File: src/design/kce_pkg.sv
// shared types and constants for the keypad calculator engine
// no dependencies; used by kce_alu and keypad_calculator_engine
package kce_pkg;

    localparam int unsigned ACC_W   = 32;
    localparam int unsigned OPND_W  = 14;
    localparam int unsigned CNT_W   = $clog2(ACC_W);

    localparam logic [OPND_W-1:0] OPND_MAX  = 14'd9999;
    localparam logic [OPND_W-1:0] LIMIT_RST = 14'd999;

    // ascii key codes
    localparam logic [7:0] KEY_0   = 8'h30;
    localparam logic [7:0] KEY_9   = 8'h39;
    localparam logic [7:0] KEY_EQ  = 8'h3D;
    localparam logic [7:0] KEY_ADD = 8'h2B;
    localparam logic [7:0] KEY_SUB = 8'h2D;
    localparam logic [7:0] KEY_MUL = 8'h2A;
    localparam logic [7:0] KEY_DIV = 8'h2F;

    // register word index
    localparam logic REG_LIMIT = 1'b0;

    typedef enum logic [2:0] {
        OP_NONE = 3'd0,
        OP_ADD  = 3'd1,
        OP_SUB  = 3'd2,
        OP_MUL  = 3'd3,
        OP_DIV  = 3'd4
    } t_op;

    typedef enum logic [2:0] {
        STS_DIGIT      = 3'd0,
        STS_OVER       = 3'd1,
        STS_OPER       = 3'd2,
        STS_RESULT     = 3'd3,
        STS_INCOMPLETE = 3'd4,
        STS_NO_NUMBER  = 3'd5,
        STS_OTHER      = 3'd6,
        STS_IGNORED    = 3'd7
    } t_status;

    typedef enum logic [1:0] {
        ST_IDLE,
        ST_CALC,
        ST_POST
    } t_state;

    typedef struct packed {
        logic              start;
        t_op               op;
        logic [ACC_W-1:0]  acc;
        logic [OPND_W-1:0] opnd;
    } t_alu_req;

    typedef struct packed {
        logic             done;
        logic [ACC_W-1:0] result;
    } t_alu_rsp;

endpackage

File: src/design/kce_alu.sv
// serial arithmetic unit: bit-serial add/sub, shift-add multiply, restoring divide
// depends on kce_pkg
module kce_alu (
    input  logic              i_clk,
    input  logic              i_rst_n,
    input  kce_pkg::t_alu_req i_req,
    output kce_pkg::t_alu_rsp o_rsp
);

    logic                        r_busy;
    logic                        r_done;
    logic [kce_pkg::CNT_W-1:0]   r_cnt;
    kce_pkg::t_op                r_op;
    logic [kce_pkg::ACC_W-1:0]   r_x;
    logic [kce_pkg::OPND_W-1:0]  r_y;
    logic [kce_pkg::ACC_W-1:0]   r_p;
    logic [kce_pkg::OPND_W-1:0]  r_rem;
    logic                        r_c;
    logic                        r_neg;

    logic                        w_b;
    logic                        w_s;
    logic                        w_co;
    logic [kce_pkg::OPND_W:0]    w_rem2;
    logic [kce_pkg::OPND_W:0]    w_diff;
    logic                        w_ge;

    // one bit of the add/sub chain
    assign w_b  = r_y[0] ^ (r_op == kce_pkg::OP_SUB);
    assign w_s  = r_x[0] ^ w_b ^ r_c;
    assign w_co = (r_x[0] & w_b) | (r_x[0] & r_c) | (w_b & r_c);

    // one quotient bit of the restoring divide
    assign w_rem2 = {r_rem, r_x[kce_pkg::ACC_W-1]};
    assign w_diff = w_rem2 - {1'b0, r_y};
    assign w_ge   = (w_rem2 >= {1'b0, r_y});

    always_ff @(posedge i_clk) begin
        if (!i_rst_n) begin
            r_busy <= 1'b0;
            r_done <= 1'b0;
            r_cnt  <= '0;
        end else begin
            r_done <= 1'b0;
            if (i_req.start) begin
                r_busy <= 1'b1;
                r_cnt  <= '0;
            end else if (r_busy) begin
                r_cnt <= r_cnt + 1'b1;
                if (r_cnt == kce_pkg::CNT_W'(kce_pkg::ACC_W - 1)) begin
                    r_busy <= 1'b0;
                    r_done <= 1'b1;
                end
            end
        end
    end

    always_ff @(posedge i_clk) begin
        if (i_req.start) begin
            r_op  <= i_req.op;
            r_x   <= (i_req.op == kce_pkg::OP_DIV && i_req.acc[kce_pkg::ACC_W-1])
                     ? (~i_req.acc + 1'b1) : i_req.acc;
            r_y   <= i_req.opnd;
            r_p   <= '0;
            r_rem <= '0;
            r_c   <= (i_req.op == kce_pkg::OP_SUB);
            r_neg <= i_req.acc[kce_pkg::ACC_W-1];
        end else if (r_busy) begin
            case (r_op)
                kce_pkg::OP_ADD, kce_pkg::OP_SUB: begin
                    r_x <= {1'b0, r_x[kce_pkg::ACC_W-1:1]};
                    r_y <= {1'b0, r_y[kce_pkg::OPND_W-1:1]};
                    r_p <= {w_s, r_p[kce_pkg::ACC_W-1:1]};
                    r_c <= w_co;
                end
                kce_pkg::OP_MUL: begin
                    if (r_y[0]) begin
                        r_p <= r_p + r_x;
                    end
                    r_x <= {r_x[kce_pkg::ACC_W-2:0], 1'b0};
                    r_y <= {1'b0, r_y[kce_pkg::OPND_W-1:1]};
                end
                kce_pkg::OP_DIV: begin
                    r_rem <= w_ge ? w_diff[kce_pkg::OPND_W-1:0]
                                  : w_rem2[kce_pkg::OPND_W-1:0];
                    r_x   <= {r_x[kce_pkg::ACC_W-2:0], w_ge};
                end
                default: begin
                    // no pending operator: operand passes through
                end
            endcase
        end
    end

    always_comb begin
        o_rsp.done = r_done;
        case (r_op)
            kce_pkg::OP_ADD, kce_pkg::OP_SUB, kce_pkg::OP_MUL: o_rsp.result = r_p;
            kce_pkg::OP_DIV: o_rsp.result = r_neg ? (~r_x + 1'b1) : r_x;
            default: o_rsp.result = {{(kce_pkg::ACC_W-kce_pkg::OPND_W){1'b0}}, r_y};
        endcase
    end

endmodule

File: src/design/keypad_calculator_engine.sv
// top level of the keypad calculator engine: key decode, operand entry, control, apb register
// depends on kce_pkg and kce_alu
//
//  channel   direction  signals                                      width
//  key       in         i_key_valid / o_key_ready, i_key_code        8
//  result    out        o_res_valid / i_res_ready, o_status, o_value 3 + 32 signed
//  config    in         psel penable pwrite paddr pwdata prdata pready 3 addr, 32 data
//
// digit keys, error keys and keys seen after a halt finish in the accept cycle
// a key that closes an operand runs the 32-step serial alu, one bit per cycle, and its result
// is loaded into the result register from the post state
// synchronous active-low reset; operand_limit returns to 999, accumulator and operand to zero
// a key is taken only when the engine is idle and the result register is empty or draining;
// a stalled result register holds the engine in its post state
module keypad_calculator_engine (
    input  logic        i_clk,
    input  logic        i_rst_n,
    // key channel
    input  logic        i_key_valid,
    output logic        o_key_ready,
    input  logic [7:0]  i_key_code,
    // result channel
    output logic        o_res_valid,
    input  logic        i_res_ready,
    output logic [2:0]  o_status,
    output logic signed [31:0] o_value,
    // apb register port
    input  logic        psel,
    input  logic        penable,
    input  logic        pwrite,
    input  logic [2:0]  paddr,
    input  logic [31:0] pwdata,
    output logic [31:0] prdata,
    output logic        pready
);

    kce_pkg::t_state              r_state;
    kce_pkg::t_state              n_state;

    logic [kce_pkg::OPND_W-1:0]   r_limit;
    logic [kce_pkg::ACC_W-1:0]    r_acc;
    kce_pkg::t_op                 r_op;
    logic [kce_pkg::OPND_W-1:0]   r_opnd;
    logic                         r_halted;
    logic [7:0]                   r_key;

    logic                         r_out_valid;
    kce_pkg::t_status             r_status;
    logic [kce_pkg::ACC_W-1:0]    r_value;

    logic                         w_slot;
    logic                         w_key_acc;
    logic                         w_digit;
    logic [3:0]                   w_dval;
    logic [kce_pkg::OPND_W+3:0]   w_ext;
    logic [kce_pkg::OPND_W-1:0]   w_next_opnd;
    logic                         w_closes;
    logic                         w_alu_start;
    logic                         w_post_load;
    kce_pkg::t_status             w_imm_status;
    kce_pkg::t_alu_req            w_req;
    kce_pkg::t_alu_rsp            w_rsp;

    // ---------------------------------------------------------------------------------------
    // apb register: one word, operand_limit in the low 14 bits
    // ---------------------------------------------------------------------------------------
    assign pready = 1'b1;

    always_ff @(posedge i_clk) begin
        if (!i_rst_n) begin
            r_limit <= kce_pkg::LIMIT_RST;
        end else if (psel && penable && pwrite && pready && paddr[2] == kce_pkg::REG_LIMIT) begin
            r_limit <= pwdata[kce_pkg::OPND_W-1:0];
        end
    end

    assign prdata = (paddr[2] == kce_pkg::REG_LIMIT)
                    ? {{(32-kce_pkg::OPND_W){1'b0}}, r_limit} : 32'd0;

    // ---------------------------------------------------------------------------------------
    // key decode and operand entry
    // ---------------------------------------------------------------------------------------
    // result register is free when empty or its transfer happens this cycle
    assign w_slot    = !r_out_valid || i_res_ready;
    assign w_key_acc = i_key_valid && o_key_ready;

    assign w_digit = (i_key_code >= kce_pkg::KEY_0) && (i_key_code <= kce_pkg::KEY_9);
    assign w_dval  = 4'(i_key_code - kce_pkg::KEY_0);

    // operand*10 + digit as (x<<3)+(x<<1)+d, then saturate
    assign w_ext = {r_opnd, 3'b000} + {2'b00, r_opnd, 1'b0} + {14'd0, w_dval};
    assign w_next_opnd = (w_ext > {4'd0, kce_pkg::OPND_MAX}) ? kce_pkg::OPND_MAX
                                                            : w_ext[kce_pkg::OPND_W-1:0];

    // non-digit with a nonzero operand goes through the alu
    assign w_closes = !r_halted && !w_digit && (r_opnd != '0);

    // status of keys that finish in the accept cycle
    always_comb begin
        if (r_halted) begin
            w_imm_status = kce_pkg::STS_IGNORED;
        end else if (w_digit) begin
            w_imm_status = (w_next_opnd > r_limit) ? kce_pkg::STS_OVER : kce_pkg::STS_DIGIT;
        end else if (i_key_code == kce_pkg::KEY_EQ) begin
            w_imm_status = kce_pkg::STS_INCOMPLETE;
        end else begin
            w_imm_status = kce_pkg::STS_NO_NUMBER;
        end
    end

    // ---------------------------------------------------------------------------------------
    // control: next state
    // ---------------------------------------------------------------------------------------
    always_comb begin
        n_state = r_state;
        unique case (r_state)
            kce_pkg::ST_IDLE: begin
                if (w_key_acc && w_closes) begin
                    n_state = kce_pkg::ST_CALC;
                end
            end
            kce_pkg::ST_CALC: begin
                if (w_rsp.done) begin
                    n_state = kce_pkg::ST_POST;
                end
            end
            kce_pkg::ST_POST: begin
                if (w_slot) begin
                    n_state = kce_pkg::ST_IDLE;
                end
            end
            default: n_state = kce_pkg::ST_IDLE;
        endcase
    end

    // control: outputs
    always_comb begin
        o_key_ready = 1'b0;
        w_alu_start = 1'b0;
        w_post_load = 1'b0;
        unique case (r_state)
            kce_pkg::ST_IDLE: begin
                o_key_ready = w_slot;
                w_alu_start = w_key_acc && w_closes;
            end
            kce_pkg::ST_CALC: begin
            end
            kce_pkg::ST_POST: begin
                w_post_load = w_slot;
            end
            default: begin
            end
        endcase
    end

    always_ff @(posedge i_clk) begin
        if (!i_rst_n) begin
            r_state <= kce_pkg::ST_IDLE;
        end else begin
            r_state <= n_state;
        end
    end

    // ---------------------------------------------------------------------------------------
    // serial alu
    // ---------------------------------------------------------------------------------------
    assign w_req.start = w_alu_start;
    assign w_req.op    = r_op;
    assign w_req.acc   = r_acc;
    assign w_req.opnd  = r_opnd;

    kce_alu u_alu (
        .i_clk   (i_clk),
        .i_rst_n (i_rst_n),
        .i_req   (w_req),
        .o_rsp   (w_rsp)
    );

    // ---------------------------------------------------------------------------------------
    // calculator state
    // ---------------------------------------------------------------------------------------
    always_ff @(posedge i_clk) begin
        if (!i_rst_n) begin
            r_acc    <= '0;
            r_op     <= kce_pkg::OP_NONE;
            r_opnd   <= '0;
            r_halted <= 1'b0;
        end else if (w_key_acc && !r_halted) begin
            if (w_digit) begin
                r_opnd <= w_next_opnd;
            end else if (r_opnd == '0) begin
                // empty or all-zero operand halts with an error
                r_halted <= 1'b1;
            end
        end else if (r_state == kce_pkg::ST_CALC && w_rsp.done) begin
            r_acc  <= w_rsp.result;
            r_opnd <= '0;
            unique case (r_key)
                kce_pkg::KEY_ADD: r_op <= kce_pkg::OP_ADD;
                kce_pkg::KEY_SUB: r_op <= kce_pkg::OP_SUB;
                kce_pkg::KEY_MUL: r_op <= kce_pkg::OP_MUL;
                kce_pkg::KEY_DIV: r_op <= kce_pkg::OP_DIV;
                kce_pkg::KEY_EQ:  r_halted <= 1'b1;
                default: begin
                    // other keys keep the pending operator
                end
            endcase
        end
    end

    // key held for the post-alu decode
    always_ff @(posedge i_clk) begin
        if (w_key_acc) begin
            r_key <= i_key_code;
        end
    end

    // ---------------------------------------------------------------------------------------
    // result register
    // ---------------------------------------------------------------------------------------
    always_ff @(posedge i_clk) begin
        if (!i_rst_n) begin
            r_out_valid <= 1'b0;
        end else if ((w_key_acc && !w_closes) || w_post_load) begin
            r_out_valid <= 1'b1;
        end else if (i_res_ready) begin
            r_out_valid <= 1'b0;
        end
    end

    always_ff @(posedge i_clk) begin
        if (w_key_acc && !w_closes) begin
            r_status <= w_imm_status;
            r_value  <= r_acc;
        end else if (w_post_load) begin
            r_value <= r_acc;
            if (r_key == kce_pkg::KEY_ADD || r_key == kce_pkg::KEY_SUB
                || r_key == kce_pkg::KEY_MUL || r_key == kce_pkg::KEY_DIV) begin
                r_status <= kce_pkg::STS_OPER;
            end else if (r_key == kce_pkg::KEY_EQ) begin
                r_status <= kce_pkg::STS_RESULT;
            end else begin
                r_status <= kce_pkg::STS_OTHER;
            end
        end
    end

    assign o_res_valid = r_out_valid;
    assign o_status    = r_status;
    assign o_value     = r_value;

    // ---------------------------------------------------------------------------------------
    // assertions
    // ---------------------------------------------------------------------------------------
    // the alu finishes only while the engine waits on it
    a_done_in_calc: assert property (@(posedge i_clk) disable iff (!i_rst_n)
        w_rsp.done |-> r_state == kce_pkg::ST_CALC)
        else $error("alu done outside calc state");

    // a halt is sticky until reset
    a_halt_sticky: assert property (@(posedge i_clk) disable iff (!i_rst_n)
        r_halted |=> r_halted)
        else $error("halt flag cleared without reset");

    // operand saturates at its maximum
    a_opnd_range: assert property (@(posedge i_clk) disable iff (!i_rst_n)
        r_opnd <= kce_pkg::OPND_MAX)
        else $error("operand above saturation value");

    // the closed operand is cleared once the alu result is taken
    a_post_clear: assert property (@(posedge i_clk) disable iff (!i_rst_n)
        r_state == kce_pkg::ST_POST |-> r_opnd == '0)
        else $error("operand not cleared after alu step");

    // no key is taken while an alu step runs
    a_no_key_busy: assert property (@(posedge i_clk) disable iff (!i_rst_n)
        r_state != kce_pkg::ST_IDLE |-> !o_key_ready)
        else $error("key ready while busy");

endmodule
File: config.mk
export PLATFORM = sky130hd
export DESIGN_NAME = keypad_calculator_engine
export DESIGN_NICKNAME = d
export VERILOG_FILES = /design/src/design/kce_pkg.sv /design/src/design/kce_alu.sv /design/src/design/keypad_calculator_engine.sv
export SDC_FILE = /design/constraint.sdc
export NUM_CORES = 1
export LEC_CHECK = 0
export BUFFER_PORTS_ARGS = -buffer_cell sky130_fd_sc_hd__buf_2
export CAP_MARGIN = 10
export CORE_MARGIN = 4
export CORE_UTILIZATION = 35
export DETAILED_ROUTE_END_ITERATION = 8
export GPL_ROUTABILITY_DRIVEN = 0
export GPL_TIMING_DRIVEN = 0
export PLACE_DENSITY = 0.6
export SYNTH_ARGS = -nofsm -noshare
export SYNTH_HDL_FRONTEND = slang
export SYNTH_SLANG_ARGS = --single-unit
export TNS_END_PERCENT = 1
File: constraint.sdc
create_clock -name i_clk -period 8.8 [get_ports i_clk]
set_input_delay 0.88 -clock i_clk [delete_from_list [all_inputs] [get_ports i_clk]]
set_output_delay 0.88 -clock i_clk [all_outputs]
set_load 0.02 [all_outputs]
# --- Yosys cells after proc, flatten, opt, wreduce, memory -nomap -nowiden ---
# Index checks and enable logic that the tools add are counted.
classes:
  n_mux: 49
  addsub: 8
  n_eq_ne: 22
  reduce_logical: 48
  bitwise: 14
  order_cmp: 5
op_table:
  columns: ["operator", "n"]
  rows:
  - ["32-bit two-way mux", 7]
  - ["32-bit case mux with 2 select lines", 2]
  - ["14-bit two-way mux", 9]
  - ["32-bit case mux with 3 select lines", 1]
  - ["32-bit by 1-bit adder with 32-bit output (second input constant)", 2]
  - ["32-bit inverter", 2]
  - ["8-bit by 6-bit equality test with 1-bit output (second input constant)", 6]
  - ["32-bit adder", 1]
  - ["1-bit two-way mux", 19]
  - ["17-bit by 15-bit adder with 18-bit output", 1]
  - ["18-bit by 4-bit adder with 18-bit output", 1]
  - ["18-bit by 14-bit greater-than comparator with 1-bit output (second input constant)", 1]
  - ["3-bit two-way mux", 6]
  - ["2-bit nonzero test", 8]
  - ["15-bit by 14-bit greater-or-equal comparator with 1-bit output", 1]
  - ["14-bit greater-than comparator", 1]
  - ["14-bit zero test", 1]
  - ["14-bit nonzero test", 1]
  - ["14-bit subtractor", 1]
  - ["1-bit logical AND", 12]
  - ["3-bit case mux with 4 select lines", 1]
  - ["2-bit AND reduction", 6]
  - ["3-bit by 2-bit equality test with 1-bit output (second input constant)", 3]
  - ["3-bit AND reduction", 3]
  - ["other kinds (24)", 50]
totals:
  inputBits: 50
  output_inout_bits: 70
  regBits: 214

# --- Depth between registers and ports, before layout ---
depth:
  depth_word: 9
  ltp_mapped: 25

# --- Cells and area by module ---
# A second synthesis with hierarchy kept.
hier_totals:
  cells_unflattened: 1693
  area_unflattened_um2: 14355.0
by_module_without_submodules:
  columns: ["module", "instances", "seq_area_each_um2", "area_per_inst_um2", "cells_per_inst"]
  rows:
  - ["kce_alu", 1, 2592.5, 8752.1, 1092]
  - ["keypad_calculator_engine", 1, 2632.5, 5602.9, 601]

# --- Worst setup path before layout ---
# OpenSTA, ideal clock, no wires.
synth_timing:
  path_kind: "input to register"
  start: "input port i_key_code[3]"
  end: "register r_status[0], in the netlist o_status[0], data pin"
  slack_ns: 3.415
  n_path_buf: 2
  required_ns: 8.528
  t_arrival_ns: 5.113
  stages: 24
  path_cell_list: "inv_1 > fa_1 > inv_1 > ha_1 > a21o_1 > a21oi_2 > o211ai_2 > or4_1 > nand4_1 > a21boi_1 > a41oi_1 > nand2b_1 > buf_2 > buf_6 > or2_1 > ha_1 > nand4_1 > nor4_1 > a21oi_1 > nor2_1 > a31oi_1 > o22a_1 > o311ai_0 > o21ai_0"
synth_via:
  elab_chain_len: 9
  elab_cells_between_ends: 19
  classes_between: "add/sub: 2; order compare: 4; eq/ne: 1; mux: 6; reduce/logical: 6"
synth_rtl:
  columns: ["element", "line", "source"]
  rows:
  - ["start: declaration", "keypad_calculator_engine.sv:21", "input logic [7:0] i_key_code,"]
  - ["4-bit by 1-bit subtractor with 4-bit output", "keypad_calculator_engine.sv:88", "assign w_dval = 4'(i_key_code - kce_pkg::KEY_0);"]
  - ["18-bit by 4-bit adder with 18-bit output", "keypad_calculator_engine.sv:91", "assign w_ext = {r_opnd, 3'b000} + {2'b00, r_opnd, 1'b0} + {14'd0, w_dval};"]
  - ["18-bit by 14-bit greater-than comparator with 1-bit output", "keypad_calculator_engine.sv:92", "assign w_next_opnd = (w_ext > {4'd0, kce_pkg::OPND_MAX}) ? kce_pkg::OPND_MAX"]
  - ["14-bit two-way mux", "keypad_calculator_engine.sv:92", null]
  - ["14-bit greater-than comparator", "keypad_calculator_engine.sv:103", "w_imm_status = (w_next_opnd > r_limit) ? kce_pkg::STS_OVER : kce_pkg::STS_DIGIT;"]
  - ["1-bit two-way mux", "keypad_calculator_engine.sv:103", null]
  - ["3-bit two-way mux", "keypad_calculator_engine.sv:102", "end else if (w_digit) begin"]
  - ["3-bit two-way mux", "keypad_calculator_engine.sv:100", "if (r_halted) begin"]
  - ["3-bit two-way mux *", "keypad_calculator_engine.sv:232", "if (w_key_acc && !w_closes) begin"]
  - ["end signal: assignment", "keypad_calculator_engine.sv:233", "r_status <= w_imm_status;"]
  - ["end signal: assignment", "keypad_calculator_engine.sv:239", "r_status <= kce_pkg::STS_OPER;"]
  - ["end signal: assignment", "keypad_calculator_engine.sv:241", "r_status <= kce_pkg::STS_RESULT;"]
  - ["end: declaration", "keypad_calculator_engine.sv:48", "kce_pkg::t_status r_status;"]
# Mark *: on every way between the ends. The rest lies on a longest branch, timed or not.
# A chain may end at the register's enable or synchronous reset.

# --- Worst setup path in the final report ---
layout_timing:
  start: "register r_opnd[0] in the netlist's numbering"
  end: "register r_status[0], in the netlist o_status[0], data pin"
layout_via:
  elab_chain_len: 9
  elab_cells_between_ends: 13
  classes_between: "add/sub: 2; order compare: 2; mux: 5; reduce/logical: 4"
layout_rtl:
  columns: ["element", "line", "source"]
  rows:
  - ["start: declaration", "keypad_calculator_engine.sv:43", "logic [kce_pkg::OPND_W-1:0] r_opnd;"]
  - ["start signal: assignment", "keypad_calculator_engine.sv:190", "r_opnd <= w_next_opnd;"]
  - ["17-bit by 15-bit adder with 18-bit output", "keypad_calculator_engine.sv:91", null]
  - ["18-bit by 4-bit adder with 18-bit output", "keypad_calculator_engine.sv:91", null]
  - ["18-bit by 14-bit greater-than comparator with 1-bit output", "keypad_calculator_engine.sv:92", null]
  - ["14-bit two-way mux", "keypad_calculator_engine.sv:92", null]
  - ["14-bit greater-than comparator", "keypad_calculator_engine.sv:103", null]
  - ["1-bit two-way mux", "keypad_calculator_engine.sv:103", null]
  - ["3-bit two-way mux", "keypad_calculator_engine.sv:102", null]
  - ["3-bit two-way mux", "keypad_calculator_engine.sv:100", null]
  - ["3-bit two-way mux *", "keypad_calculator_engine.sv:232", null]
# Marked as above.

==> results_dict.tcl <==
set metrics [dict create \
    status "completed" \
    end_kind "register" \
    cts_setup_buffers 0 \
    cpPeakStageDelay_ps 580 \
    r2r_end "o_status[0]" \
    synth_area_um2 13960 \
    routed_via_density 5.608 \
    clkSinkCount 214 \
    fin_skew_ps 11.83 \
    worstMarginPinSlew_ps 995.9 \
    synthToLayoutAreaGrowth_pct 13.68 \
    drv_cap 0 \
    synthTopCellsByArea "edfxtp_1, dfxtp_1, ha_1" \
    finalWirelength_um 43270 \
    synth_flop_cell "dfxtp_1" \
    rows 72 \
    ys_top_cells_by_count "nand2_1, o21ai_0, dfxtp_1, a21oi_1, nor2_1" \
    r2r_setup_slack_ps 2960 \
    vias 12670 \
    nets 1868 \
    setup_tns_ps 0 \
    design_area_um2 15870 \
    fmax_mhz 171.2 \
    synth.distinct_cells 81 \
    place_inst 2214 \
    setup_viol 0 \
    hp-start "u_alu.r_rem[13]" \
    hold_path_class "register to register" \
    synthCells 1599 \
    cts_root_buffer "clkbuf_16" \
    vdd_ir_drop_max_uv 118.7 \
    cts_buffers 25 \
    slew_headroom_pct 33.10 \
    clkTransAtPathRegs_ps 60 \
    antenna_found_initial 2 \
    synth_edf_count 94 \
    whs_path_depth 2 \
    hold_viol 0 \
    crit_slowest_cell "fa_1" \
    n_antenna_cell 0 \
    drt_first_pass_iters 5 \
    drive_above_1_share_pct 9.420 \
    placed_area_um2 15090 \
    crit_fanout 10 \
    dp_slack_ps 2471 \
    io_pins 120 \
    core_area_um2 39010 \
    ys_seq_elements 214 \
    start_kind "register" \
    cp.arrival_ps 6100 \
    rsz0062_at_grt "false" \
    setup_ws_ps 2957 \
    synth_top_cell_by_area "edfxtp_1" \
    critPathTopFamily "compound AO/OA/AOI/OAI gates" \
    reg2reg_depth 24 \
    reg2reg_from "r_opnd[0]" \
    clockBufferDepth 3 \
    die_width_um 207.7 \
    start_util_pct 35.78 \
    ys_seq_area_share_pct 37.43 \
    overflow 0 \
    power.leakage_nw 6.460 \
    synth_warnings 0 \
    async_flop_share_pct 0 \
    die_area_um2 43140 \
    io_buffers 79 \
    grt_pass1_wl_um 67030 \
    fill_cells 3948 \
    holdBufCountCts 0 \
    netlist.area_leader.share_pct 20.22 \
    drt-wirelength-per-cell_um 19.15 \
    synth_most_common_cell "nand2_1" \
    grt_max_degree 36 \
    insertion_delay_ps 530 \
    dp_hpwl_um 33160 \
    grt_usage_pct 18.86 \
    fp.dieH_um 207.7 \
    worstPathCellList "inv_1, fa_1, inv_1, ha_1, a21o_1, a21oi_2, o211ai_2, o311a_1, a311oi_1, a21boi_1, a41oi_1, nand2b_1, buf_2, buf_6, nor2_1, ha_1, nand4_1, nor4_1, a21oi_1, nor2_1, a31oi_1, o22a_1, o311ai_0, o21ai_0" \
    grt_pass1_vias 12110 \
    finalCritPeriodShare_pct 66.39 \
    whs_ps 455.0 \
    cts_tree "yes" \
    stdcell_count 2259 \
    htreeDepth 1 \
    drv_slew 0 \
    ant_nets 0 \
    timing_worst_setup_path_type "register to register" \
    synth.avg_cell_area_um2 8.729 \
    crit_buf_inv 4 \
    holdPathEnd "u_alu.r_rem[13]" \
    drtIter0Drc 983 \
    drc_errors 0 \
    required_ps 9060 \
    p_per_area_nw_per_um2 202.8 \
    post_cts_resize_count 0 \
    period_minus_slack_ps 5843 \
]
==> registers in the layout, summed over array words and instances, names as in the netlist, 14 cells and up <==
| register | flops |
|---|---|
| r_opnd | 14 |
| u_alu.r_rem | 14 |
| u_alu.r_x | 32 |
| o_value | 32 |
| r_acc | 32 |
| u_alu.r_p | 32 |
| u_alu.r_y | 14 |
| r_limit | 14 |
==> tightest hold or removal path: stages (launching register included) <==
cell,delay (ps)
dfxtp_1,310
nand2_1,50
a21oi_1,50
==> layer usage <==
layer,vias to the layer above,part of all wire (%),global-route usage (%)
li1,6059,-,-
met1,6079,44,25.15
met2,439,47,31.73
met3,91,6.3,3.325
met4,0,2.9,5.051
met5,-,0,0
==> cell type report <==
cell class	count	area, um2	share of cell area, %
multi-input cells	1227	8059	50.79
flip-flops and latches	214	5225	32.93
clock buffers	36	708.2	4.463
well taps	518	648.1	4.085
plain buffers	103	475.5	2.996
repair buffers	80	415.4	2.618
inverters	72	270.3	1.703
clock inverters	9	66.31	0.4179
==> cell families (layout without fill, tap and decap cells) <==
group	count (synthesis)	after routing	share of synthesized area, %
xor gates and xnor gates	104	104	6.526
AOI/OAI and AO/OA	480	480	22.31
and+or+nand+nor	492	492	16.89
DFF	214	214	37.43
other	2	19	0.05380
adders and majority gates	95	95	8.785
buffers and inverters	175	300	5.342
muxes	37	37	2.662
==> metrics by stage <==
| stage | total power, mW | util, % |
|---|---|---|
| CTS | 3.217 | 40.68 |
| detailed placement | 2.209 | 38.69 |
| global route | 3.387 | 40.68 |
| finish | 3.218 | 40.68 |
| global placement | 2.194 | 38.62 |
| floorplan | 1.981 | - |
==> how the worst max path moves through the flow <==
| stage | depth (start not counted) | from | slack (ps) | end |
|---|---|---|---|---|
| 4_1_cts | 24 | r_opnd[0] | 2960 | o_status[0] |
| 5_1_grt | 24 | r_opnd[0] | 2590 | o_status[0] |
| 3_3_place_gp | 25 | i_key_code[3] | 2490 | o_status[0] |
| 2_1_floorplan | 24 | i_key_code[3] | 3420 | o_status[0] |
| 3_5_place_dp | 25 | i_key_code[3] | 2470 | o_status[0] |
| 6_report | 24 | r_opnd[0] | 2960 | o_status[0] |
==> power breakdown <==
| part | internal [mW] | switching, mW |
|---|---|---|
| logic | 0.398 | 0.536 |
| clock network | 0.586 | 0.420 |
| registers | 1.15 | 0.126 |
==> placed cells by master, fill, tap and decap left out, types with 75 or more instances in the layout <==
cell type / Yosys / final
o21ai_0: 139 / 139
ha_1: 90 / 90
nor2_1: 115 / 115
clkbuf_1: 71 / 79
nand2_1: 185 / 185
edfxtp_1: 94 / 94
xnor2_1: 75 / 75
a21oi_1: 118 / 118
dfxtp_1: 120 / 120
buf_2: 5 / 84
(Power assumes the default switching activity.)
